===== src/design/kat_pkg.sv =====
package kat_pkg;

    localparam int TABLE_SLOTS = 8;
    localparam int SLOT_W      = (TABLE_SLOTS > 1) ? $clog2(TABLE_SLOTS) : 1;
    localparam int CNT_W       = $clog2(TABLE_SLOTS + 1);
    localparam int KEY_W       = 32;

    localparam int STATUS_W    = 2;
    localparam int INDEX_W     = 3;
    localparam int TOTAL_W     = 4;
    localparam int RESULT_W    = STATUS_W + INDEX_W + TOTAL_W;
    localparam int M_DATA_W    = ((RESULT_W + 7) / 8) * 8;

    typedef enum logic [1:0] {
        ST_DONE      = 2'd0,
        ST_FULL      = 2'd1,
        ST_NOT_FOUND = 2'd2
    } status_t;

    typedef enum logic {
        CMD_RECORD = 1'b0,
        CMD_CANCEL = 1'b1
    } cmd_t;

    typedef enum logic [1:0] {
        S_IDLE,
        S_SCAN,
        S_UPDATE,
        S_RESP
    } state_t;

endpackage


===== src/design/keyed_alert_table.sv =====
// Alert source table of kat_pkg::TABLE_SLOTS slots keyed by a 32-bit source address.
// One item is handled at a time: after acceptance a single 32-bit comparator walks the
// filled slots from slot 0, one slot per cycle, stopping at the first match or after the
// last filled slot; S_UPDATE then applies the update and loads the result register.
// The key of each slot is read from the slot store into a register the cycle before its
// compare. The result is offered in S_RESP after S_UPDATE, and the next item is taken in
// the cycle after the result is accepted. No clearing pass is needed after reset.
// s_tready is low from acceptance until the result has been taken.
module keyed_alert_table (
    input  logic                         aclk,
    input  logic                         aresetn,
    input  logic                         s_tvalid,
    output logic                         s_tready,
    input  logic [kat_pkg::KEY_W-1:0]    s_tdata,   // source_address[31:0]
    input  logic                         s_tuser,   // command
    output logic                         m_tvalid,
    input  logic                         m_tready,
    // status[1:0], slot_index[4:2], active_total[8:5], zero pad above
    output logic [kat_pkg::M_DATA_W-1:0] m_tdata
);

    kat_pkg::state_t                 state_reg, state_next;
    logic [kat_pkg::KEY_W-1:0]       key_reg, key_next;
    kat_pkg::cmd_t                   cmd_reg, cmd_next;
    logic [kat_pkg::CNT_W-1:0]       scan_reg, scan_next;
    logic                            hit_reg, hit_next;
    logic [kat_pkg::CNT_W-1:0]       used_reg, used_next;
    logic [kat_pkg::TABLE_SLOTS-1:0] active_reg, active_next;
    logic [kat_pkg::CNT_W-1:0]       act_cnt_reg, act_cnt_next;
    logic [kat_pkg::M_DATA_W-1:0]    m_tdata_reg, m_tdata_next;

    logic [kat_pkg::KEY_W-1:0]       slot_key_mem [kat_pkg::TABLE_SLOTS];
    logic [kat_pkg::KEY_W-1:0]       rd_key_reg;
    logic                            mem_we;
    logic [kat_pkg::SLOT_W-1:0]      mem_waddr;

    logic [kat_pkg::SLOT_W-1:0]      cur_idx;
    logic                            scan_end;
    logic                            key_match;
    kat_pkg::status_t                status;
    logic [kat_pkg::INDEX_W-1:0]     res_idx;

    assign cur_idx   = scan_reg[kat_pkg::SLOT_W-1:0];
    assign scan_end  = (scan_reg == used_reg);
    // rd_key_reg holds the key of slot scan_reg
    assign key_match = (rd_key_reg == key_reg);

    // next state
    always_comb begin
        state_next = state_reg;
        case (state_reg)
            kat_pkg::S_IDLE: begin
                if (s_tvalid) state_next = kat_pkg::S_SCAN;
            end
            kat_pkg::S_SCAN: begin
                if (scan_end || key_match) state_next = kat_pkg::S_UPDATE;
            end
            kat_pkg::S_UPDATE: state_next = kat_pkg::S_RESP;
            kat_pkg::S_RESP: begin
                if (m_tready) state_next = kat_pkg::S_IDLE;
            end
            default: state_next = kat_pkg::S_IDLE;
        endcase
    end

    // outputs and datapath
    always_comb begin
        s_tready     = 1'b0;
        m_tvalid     = 1'b0;
        key_next     = key_reg;
        cmd_next     = cmd_reg;
        scan_next    = scan_reg;
        hit_next     = hit_reg;
        used_next    = used_reg;
        active_next  = active_reg;
        act_cnt_next = act_cnt_reg;
        m_tdata_next = m_tdata_reg;
        mem_we       = 1'b0;
        mem_waddr    = used_reg[kat_pkg::SLOT_W-1:0];
        status       = kat_pkg::ST_DONE;
        res_idx      = '0;
        case (state_reg)
            kat_pkg::S_IDLE: begin
                s_tready  = 1'b1;
                key_next  = s_tdata;
                cmd_next  = kat_pkg::cmd_t'(s_tuser);
                scan_next = '0;
                hit_next  = 1'b0;
            end
            kat_pkg::S_SCAN: begin
                if (scan_end) begin
                    hit_next = 1'b0;
                end else if (key_match) begin
                    hit_next = 1'b1;
                end else begin
                    scan_next = scan_reg + kat_pkg::CNT_W'(1);
                end
            end
            kat_pkg::S_UPDATE: begin
                // on a miss scan_reg equals used_reg, the append slot
                if (hit_reg) begin
                    if (cmd_reg == kat_pkg::CMD_RECORD) begin
                        if (!active_reg[cur_idx]) act_cnt_next = act_cnt_reg + kat_pkg::CNT_W'(1);
                        active_next[cur_idx] = 1'b1;
                    end else begin
                        if (active_reg[cur_idx]) act_cnt_next = act_cnt_reg - kat_pkg::CNT_W'(1);
                        active_next[cur_idx] = 1'b0;
                    end
                end else if (cmd_reg == kat_pkg::CMD_CANCEL) begin
                    status = kat_pkg::ST_NOT_FOUND;
                end else if (used_reg == kat_pkg::CNT_W'(kat_pkg::TABLE_SLOTS)) begin
                    status = kat_pkg::ST_FULL;
                end else begin
                    mem_we               = 1'b1;
                    active_next[cur_idx] = 1'b1;
                    act_cnt_next         = act_cnt_reg + kat_pkg::CNT_W'(1);
                    used_next            = used_reg + kat_pkg::CNT_W'(1);
                end
                if (status == kat_pkg::ST_DONE) res_idx = kat_pkg::INDEX_W'(cur_idx);
                m_tdata_next = kat_pkg::M_DATA_W'({kat_pkg::TOTAL_W'(act_cnt_next),
                                                   res_idx, status});
            end
            kat_pkg::S_RESP: begin
                m_tvalid = 1'b1;
            end
            default: ;
        endcase
    end

    always_ff @(posedge aclk) begin
        if (!aresetn) begin
            state_reg   <= kat_pkg::S_IDLE;
            used_reg    <= '0;
            active_reg  <= '0;
            act_cnt_reg <= '0;
            hit_reg     <= 1'b0;
        end else begin
            state_reg   <= state_next;
            used_reg    <= used_next;
            active_reg  <= active_next;
            act_cnt_reg <= act_cnt_next;
            hit_reg     <= hit_next;
        end
    end

    always_ff @(posedge aclk) begin
        key_reg     <= key_next;
        cmd_reg     <= cmd_next;
        scan_reg    <= scan_next;
        m_tdata_reg <= m_tdata_next;
    end

    // key of the slot compared in the next cycle
    always_ff @(posedge aclk) begin
        if (mem_we) slot_key_mem[mem_waddr] <= key_reg;
        rd_key_reg <= slot_key_mem[scan_next[kat_pkg::SLOT_W-1:0]];
    end

    assign m_tdata = m_tdata_reg;

    a_used_bound : assert property (@(posedge aclk) disable iff (!aresetn)
        used_reg <= kat_pkg::CNT_W'(kat_pkg::TABLE_SLOTS))
        else $error("fill count beyond table size");

    a_active_bound : assert property (@(posedge aclk) disable iff (!aresetn)
        act_cnt_reg <= used_reg)
        else $error("active count exceeds filled slots");

    a_active_filled : assert property (@(posedge aclk) disable iff (!aresetn)
        $countones(active_reg) == int'(act_cnt_reg))
        else $error("active count out of step with active marks");

    a_one_item : assert property (@(posedge aclk) disable iff (!aresetn)
        (s_tvalid && s_tready) |=> (!s_tready && !m_tvalid))
        else $error("new item taken while one is in flight");

    a_scan_bound : assert property (@(posedge aclk) disable iff (!aresetn)
        (state_reg == kat_pkg::S_SCAN) |-> (scan_reg <= used_reg))
        else $error("search ran past filled slots");

endmodule


===== config.mk =====
export PLATFORM = sky130hd
export DESIGN_NAME = keyed_alert_table
export DESIGN_NICKNAME = d
export VERILOG_FILES = /design/src/design/kat_pkg.sv /design/src/design/keyed_alert_table.sv
export SDC_FILE = /design/constraint.sdc
export NUM_CORES = 1
export LEC_CHECK = 0
export ABC_AREA = 1
export BUFFER_PORTS_ARGS = -buffer_cell sky130_fd_sc_hd__buf_4
export CAP_MARGIN = 20
export CORE_UTILIZATION = 56
export CTS_CLUSTER_SIZE = 20
export DETAILED_ROUTE_END_ITERATION = 8
export HOLD_SLACK_MARGIN = 0.06
export PLACE_DENSITY = 0.79
export RECOVER_POWER = 50
export SLEW_MARGIN = 25
export SYNTH_ARGS = -nofsm -noshare
export SYNTH_HDL_FRONTEND = slang
export SYNTH_SLANG_ARGS = --single-unit

===== constraint.sdc =====
create_clock -name aclk -period 4 [get_ports aclk]
set_input_delay 1.2 -clock aclk [delete_from_list [all_inputs] [get_ports aclk]]
set_output_delay 1.2 -clock aclk [all_outputs]
set_load 0.01 [all_outputs]

==> Word level (Yosys, flattened, before mapping) <==
Memory sizes are Yosys's and may differ from the RTL's. A register that Yosys moved wholly into a read port is not among the register bits.
Index checks and enable logic that the tools add are counted.
{ "totals": {"ramBits": 256, "n_memories": 1, "word_cells": 84, "output_inout_bits": 18, "regBits": 65, "in_bits": 37} }
{ "classes": {"n_reduce_logical": 10, "n_mux": 36, "n_lt_le_gt_ge": 2, "bitwise": 6, "eq_ne": 14, "addsub": 4} }
{ "mem_list": {"columns": ["memory", "words", "word_bits", "rd", "rd_clocked_by_memory_dff", "wr", "line_no", "text"], "rows": [
  ["slot_key_mem", 8, 32, 1, 1, 1, "keyed_alert_table.sv:32", "logic [kat_pkg::KEY_W-1:0] slot_key_mem [kat_pkg::TABLE_SLOTS];"]
]} }
{ "ops": {"columns": ["cell", "count"], "rows": [
  ["== test 32 bit", 1],
  ["2-to-1 mux 4 bit", 8],
  ["2-to-1 mux 8 bit", 4],
  ["2-to-1 mux 1 bit", 13],
  ["adder 4 x 1 -> 4 bit, second input constant", 3],
  ["2-to-1 mux 2 bit", 6],
  ["!= test 2 bit, second input constant", 6],
  ["AND reduction 3 bit", 3],
  ["AND 8 bit", 1],
  ["NOT 8 bit", 1],
  ["OR 8 bit", 1],
  ["case mux 2 bit (4 select lines)", 1],
  ["case mux 4 bit (2 select lines)", 1],
  ["== test 2 bit, second input constant", 2],
  ["== test 4 bit", 1],
  ["== test 4 bit, second input constant", 1],
  ["zero test 2 bit", 2],
  ["< comparator 3 x 4 -> 1 bit, second input constant", 1],
  ["AND reduction 4 bit", 1],
  ["subtractor 4 x 1 -> 4 bit, second input constant", 1],
  ["binary-select mux 1 bit (select 3 bit)", 1],
  ["demux 1 bit (select 3 bit)", 1],
  [">= comparator 3 x 1 -> 1 bit, second input constant", 1],
  ["!= test 3 bit, second input constant", 1],
  ["other kinds (8)", 10]
]} }

==> Depth between registers and ports, before layout <==
Gate-level depths: netlist of the first run.
{ "logic_depth": {"depth_word": 8, "depth_mapped": 18, "mapped_depth_nobuf": 17} }

==> Worst setup path after synthesis of the first run <==
No wires, ideal clock.
{ "synth_timing": {"path_kind": "reg-to-reg", "from": "reg state_reg[0]", "to": "mem slot_key_mem[1][0] in the netlist's numbering (enable)", "setup_slack_ns": -0.147, "setup_ns": 0.461, "required_ns": 3.539, "arrival_time_ns": 3.686, "path_stages_with_launch": 9, "synth_period_minus_slack_ns": 4.147, "path_buffers": 0, "cell_sequence": "dfxtp_1 inv_1 ha_1 clkinv_1 nor2_2 inv_2 nor2_1 inv_1 nor3_1"} }
{ "synth_between": {"elab_chain_cells": 4} }
{ "synth_lines": {"columns": ["element", "line_no", "text"], "rows": [
  ["start, declared", "keyed_alert_table.sv:22", "kat_pkg::state_t state_reg, state_next;"],
  ["start signal, assigned", "keyed_alert_table.sv:132", "state_reg <= kat_pkg::S_IDLE;"],
  ["start signal, assigned", "keyed_alert_table.sv:138", "state_reg <= state_next;"],
  ["== test 2 bit", "keyed_alert_table.sv:82", "case (state_reg)"],
  ["2-to-1 mux 1 bit", "keyed_alert_table.sv:82", null],
  ["2-to-1 mux 1 bit", "keyed_alert_table.sv:155", "if (mem_we) slot_key_mem[mem_waddr] <= key_reg;"],
  ["2-to-1 mux 1 bit (not written as such)", "keyed_alert_table.sv:155", null],
  ["end, declared", "keyed_alert_table.sv:32", null]
]} }
Every way passes these cells.

==> Worst setup path in the final report of the first run <==
{ "layout_timing": {"from": "reg key_reg[28] in the netlist's numbering", "to": "reg rd_key_reg[21] in the netlist's numbering, read port of slot_key_mem"} }
{ "layout_between": {"elab_chain_cells": 4} }
{ "layout_lines": {"columns": ["element", "line_no", "text"], "rows": [
  ["start, declared", "keyed_alert_table.sv:23", "logic [kat_pkg::KEY_W-1:0] key_reg, key_next;"],
  ["start signal, assigned", "keyed_alert_table.sv:147", "key_reg <= key_next;"],
  ["== test 32 bit", "keyed_alert_table.sv:46", "assign key_match = (rd_key_reg == key_reg);"],
  ["2-to-1 mux 4 bit", "keyed_alert_table.sv:93", "end else if (key_match) begin"],
  ["2-to-1 mux 4 bit", "keyed_alert_table.sv:91", "if (scan_end) begin"],
  ["case mux 4 bit (2 select lines)", "keyed_alert_table.sv:82", null],
  ["end, declared", "keyed_alert_table.sv:33", "logic [kat_pkg::KEY_W-1:0] rd_key_reg;"]
]} }
Every way passes these cells. The select of a mux whose other input is x is not followed.
A chain may end at the register's enable or synchronous reset.

==> results of run 1 <==
==> cell type report <==
type | count | area (µm²) | area share
flip-flops and latches | 353 | 10100 | 0.596
multi-input cells | 861 | 4070 | 0.241
well taps | 335 | 419 | 0.0248
clock inverters | 11 | 55.1 | 0.00326
inverters | 183 | 687 | 0.0407
repair buffers | 68 | 594 | 0.0352
clock buffers | 52 | 1000 | 0.0594
==> per-stage QoR <==
stage,area (µm²),hold slack (ns),TNS [ns],worst slack [ns]
2_1_floorplan,15200,0.429,-4.65,-0.0727
3_3_place_gp,15800,0.443,0,0.909
3_5_place_dp,15800,0.448,0,0.795
4_1_cts,16900,0.456,0,0.774
5_1_grt,16900,0.487,0,0.510
6_report,16900,0.460,0,0.742
==> metal layers <==
metal | vias up | track usage | wire [µm] | share of wire
li1 | 4913 | - | - | -
met1 | 4881 | 0.317 | 13200 | 0.41
met2 | 437 | 0.402 | 16100 | 0.49
met3 | 51 | 0.0371 | 2610 | 0.080
met4 | 0 | 0.0813 | 652 | 0.020
met5 | - | 0 | 0 | 0
==> synth_stat cells (3+ instances only) <==
cell      count
nand2_2       5
o31ai_1       6
xor2_1        3
xnor2_1      28
edfxtp_1    299
nand3_1     261
nand2_1     451
nand4_1       7
buf_6         7
dfxtp_1      54
o22ai_1       3
nor3_1        7
nor2_1       25
buf_2        46
inv_2         5
inv_1       177
ha_1          9
clkbuf_1      7
a21oi_1      21
buf_4        19
o21ai_0      12
==> critical path: stages, from the launching register on <==
cell      delay (ns)
edfxtp_1        0.54
inv_1           0.12
nand2_1         0.06
nand2_1         0.06
nand2_1         0.06
nor2_1          0.12
nand2_1         0.11
nor2_1          0.25
nand2_2         0.19
nand3_4         0.17
nand2_4         0.22
nand2_2         0.54
buf_12          0.33
nand2_1         0.10
nand3_1         0.09
nand2_1         0.06
nand2_1         0.06
nand2_1         0.06
==> cell families after synthesis <==
kind of cell,share of synthesized area
other,0.000247
flip-flops,0.662
buffers and inverters,0.0778
AO/OA/AOI/OAI,0.0188
AND/OR/NAND/NOR,0.216
XOR/XNOR,0.0179
adder cells (fa/ha/maj),0.00741
==> path summary, 6_finish.rpt <==
kind | startpoint | to | slack (ns) | depth (start not counted)
worst min-delay path | register | register | 0.46 | 2
worst max-delay path | key_reg[28] | rd_key_reg[21] | 0.74 | 17
worst min register to register | register | register | 0.46 | 2
worst max register to register | key_reg[28] | rd_key_reg[21] | 0.74 | 17
==> power by group through the flow <==
stage / Sequential [mW] / Clock, mW / Combinational (mW)
2_1_floorplan: 5.16 / 0 / 2.65
3_3_place_gp: 5.29 / 0 / 3.25
3_5_place_dp: 5.33 / 0 / 3.34
4_1_cts: 5.26 / 3.08 / 3.39
5_1_grt: 5.34 / 3.22 / 3.84
6_report: 5.26 / 3.05 / 3.38
==> impl_metrics.yaml, run 1 <==
synthesis:
  async_flop_share: 0
  synth.distinct_cells: 37
  synth.top_cell.area_share: 0.591
  yosysTopAreaCell: "edfxtp_1"
  yosysSeqAreaShare: 0.662
  synth_area_leaders: "edfxtp_1 59%, nand2_1 11%, nand3_1 8.6%"
  syn_area_mm2: 0.0152
  yosys_most_used_dff: "edfxtp_1"
  avgSynthCellArea_um2: 10.3
  ys_seq_elements: 353
  ys.warnings.count: 0
  postSynthCellCount: 1472
  synth-edff-count: 299
setup_path:
  endpoint_kind: "register"
  cp-start-kind: "register"
  critical_path.max_fanout: 42
  crit_arrival_ns: 3.66
  path_class: "reg -> reg"
  cp.required_ns: 4.40
final_layout:
  fillCellCount: 1901
  largest_reg_flops: 256
  area_growth_pct: 11.1
  final_common_cell: "nand2_1"
  stdcell_count: 1863
  fin_util: 0.641
  antenna_cells: 0
  drive_gt1_frac: 0.0916
  layout_common_cells: "450 x nand2_1, 299 x edfxtp_1, 261 x nand3_1"
  fin_nets: 1549
timing:
  skew_ns: 0.0147
  slew_viol_final: 0
  rsz0062_at_grt: "no"
  worstMarginPinSlew_ns: 0.867
  period_minus_slack_ns: 3.26
  maxSlewHeadroom: 0.422
  layout_worst_path_cycle_share: 0.815
  fmax_ghz: 0.307
  finalHoldViolCount: 0
  setup_violations: 0
global_route:
  grt_pass1_vias: 9978
  grt_max_degree: 129
  grt_pass1_wl_mm: 52.2
  grt.total_usage: 0.239
  grt.overflow.total: 0
  antenna_found_initial: 0
outcome:
  status: "complete, no violations"
power:
  clock_power_share: 0.261
  swShare: 0.349
  p_leak_nw: 7.10
  combPwrFrac: 0.289
  ir_worst_vdd_mv: 0.434
  seqPwrFrac: 0.450
  power_report.internal_total_mw: 7.61
  p_total_mw: 11.7
  p_switching_mw: 4.08
  p_per_area_mw_per_mm2: 692
drt:
  dr.pass1.iters: 7
  wl_mm: 32.5
  drc: 0
  wl_per_cell_um: 17.5
  final_antenna_net_count: 0
  vias_per_cell: 5.52
  vias: 10300
  first_iter_violations: 951
clock_network:
  clk_pin_slew_ns: 0.06
  cts_tree: "yes"
  cts.sinks: 353
  clock_path_buffers: 3
  cts_hold_buf: 0
  htree_levels: 2
  post_cts.repair.setup_buffers: 0
  cts_resized: 0
  cts_root_buf: "clkbuf_16"
  clock_latency_ns: 0.52
  cts_made_buffers: 36
die:
  rows: 59
  io_pins: 55
  core_mm2: 0.0264
  dieHeight_um: 167
  initial_core_util: 0.577
  fp.dieW_um: 167
  dieArea_mm2: 0.0278
place:
  hpwl_mm: 17.1
  numPlacedInstances: 1800
  io_buffers: 47
  routabilityCongestion: 0.821
flow_run:
  cap_viol_max_count: 0
min_path:
  hold_path_class: "reg -> reg"
Power figures use the tool's default switching activity.
==> inputs of run 2 (changes only) <==
ABC_AREA = 0   (was 1)
CORE_UTILIZATION = 62   (was 56)
PLACE_DENSITY = 0.83   (was 0.79)
clock period = 3.1 ns   (was 4 ns; I/O delays follow)
==> run 2 against run 1 <==
Combinational power rose by 120%. Sequential power grew 28%. Critical endpoint is now s_tready. Highest routed layer unchanged. Synthesized area is 8.3% higher. Worst hold slack gained 0.019 ns. Routed wire length grew 28%. Global-route usage rose by 7.5 points. Register-to-register slack worse by 0.64 ns.
==> impl_metrics.yaml, run 2 <==
timing:
  hold_ws_ns: 0.478
  finalHoldViolCount: 0
  layout_worst_path_cycle_share: 0.980
  slew_viol_final: 0
  maxSlewHeadroom: 0.357
  period_minus_slack_ns: 3.04
  worstMarginPinSlew_ns: 0.964
  skew_ns: 0.0242
  setup_violations: 0
  timing.final.ws_setup_ns: 0.0628
  fmax_ghz: 0.329
  finalSetupTns_ns: 0
synthesis:
  yosysTopAreaCell: "edfxtp_1"
  postSynthCellCount: 1380
  yosysSeqAreaShare: 0.611
  synth.top_cell.area_share: 0.545
  avgSynthCellArea_um2: 11.9
  ys.warnings.count: 0
  yosys_most_used_dff: "edfxtp_1"
  synth-edff-count: 299
  synth_common_cells: "299 x edfxtp_1, 180 x nand2_1, 102 x a21oi_1, 75 x nand3_1, 74 x o21ai_0"
  synth_area_leaders: "edfxtp_1 55%, dfxtp_1 6.6%, nand2_1 4.1%"
  synth.distinct_cells: 57
  yosysMostFrequentCell: "edfxtp_1"
  ys_seq_elements: 353
  async_flop_share: 0
  syn_area_mm2: 0.0165
clock_network:
  clock_path_buffers: 3
  htree_levels: 2
  cts_made_buffers: 37
  cts.sinks: 353
  cts_tree: "yes"
  clk_pin_slew_ns: 0.06
  clock_latency_ns: 0.54
  cts_hold_buf: 0
  cts_root_buf: "clkbuf_16"
outcome:
  status: "complete, no violations"
place:
  dp_slack_ns: 0.0696
  routabilityCongestion: 0.879
  hpwl_mm: 23.1
  io_buffers: 47
global_route:
  grt.total_usage: 0.314
  grt_max_degree: 89
  grt_pass1_vias: 11700
  grt_pass1_wl_mm: 63.9
  grt.overflow.total: 0
  antenna_found_initial: 0
die:
  io_pins: 55
  fp.dieW_um: 165
  rows: 59
  core_mm2: 0.0261
  dieHeight_um: 165
  initial_core_util: 0.632
  dieArea_mm2: 0.0272
setup_path:
  path_class: "reg -> out"
  cp.required_ns: 2.17
  critical_path.max_fanout: 15
  endpoint_kind: "output pin"
  cp-start-kind: "register"
  crit_arrival_ns: 2.11
final_layout:
  area_growth_pct: 13.1
  antenna_cells: 0
  final_common_cell: "edfxtp_1"
  drive_gt1_frac: 0.165
  layout_common_cells: "299 x edfxtp_1, 179 x nand2_1, 102 x a21oi_1"
  largest_reg_flops: 256
  fin_nets: 1465
  fin_util: 0.715
  multiInputGateArea_mm2: 0.00593
  fillCellCount: 1685
  seqCellArea_mm2: 0.0101
drt:
  vias_per_cell: 6.78
  first_iter_violations: 1630
  top_layer_used: "met4"
  route.met2.wl_mm: 20.1
  wl_mm: 41.8
  vias: 12100
  dr.pass1.iters: 6
  drc: 0
  drt-met1-wl_mm: 16.0
  final_antenna_net_count: 0
  wl_met3_mm: 4.05
  wl_per_cell_um: 23.4
flow_run:
  cap_viol_max_count: 0
power:
  ir_worst_vdd_mv: 0.610
  p_leak_nw: 6.60
  p_per_area_mw_per_mm2: 997
min_path:
  hold_path_class: "reg -> reg"
## run 2: changes by cell type after synthesis, moves of 36 or more
cell / change
o21ai_0: +62
mux2_2: +53
a21boi_0: +36
mux2i_1: +36
inv_1: -165
nand3_1: -186
clkbuf_1: +47
a21oi_1: +81
nand2_1: -271
## run 2: cell type report
cell class,count,share of cell area
clock buffers,46,0.0538
clock inverters,22,0.00886
inverters,13,0.00275
multi-input cells,902,0.318
flip-flops and latches,353,0.540
well taps,335,0.0225
repair buffers,112,0.0537
## run 2: metrics by stage
step	total power, mW	instance area [µm²]	cells
finish	18.6	18600	1783
global route	19.3	18600	1783
CTS	18.5	18700	1781
detailed placement	14.2	17500	1713
global placement	13.9	17500	1713
floorplan	11.9	16500	1386
## run 2: worst paths after layout
| kind | start | slack, ns | endpoint | cells after the start |
|---|---|---|---|---|
| hold reg to reg | register | 0.48 | register | 2 |
| setup reg to reg | key_reg[5] | 0.10 | rd_key_reg[30] | 11 |
| hold / removal | register | 0.48 | register | 2 |
| setup / recovery | state_reg[0] | 0.06 | s_tready | 4 |
## run 2: repair_timing
item,CTS,global route
endpoints found under the setup margin,1,17
hold endpoints to repair,0,0
pin swaps,0,2
resized for setup,1,1
buffers inserted,0,2
## run 2: logic make-up after synthesis
family	Yosys count	share of synthesized area
AOI/OAI and AO/OA	420	0.162
xor gates and xnor gates	46	0.0245
adders and majority gates	9	0.00684
buffers and inverters	131	0.0388
DFF	353	0.611
muxes	103	0.0711
other	1	0.000228
and+or+nand+nor	317	0.0855
## run 2: per-layer routing
| metal | vias to the layer above | global-route usage |
|---|---|---|
| li1 | 5288 | - |
| met5 | - | 0 |
| met2 | 749 | 0.511 |
| met4 | 0 | 0.151 |
| met3 | 127 | 0.0517 |
| met1 | 5933 | 0.411 |
## run 2: critical path, stage by stage, from the launching register on
cell     delay, ns
dfxtp_1       0.34
inv_1         0.09
ha_2          0.50
buf_4         0.45
buf_4         0.19
## run 2: power breakdown
| group | switching [mW] | internal, mW | total (mW) |
|---|---|---|---|
| logic | 4.60 | 2.97 | 7.57 |
| registers | 0.544 | 6.20 | 6.74 |
| clock network | 1.80 | 2.47 | 4.27 |
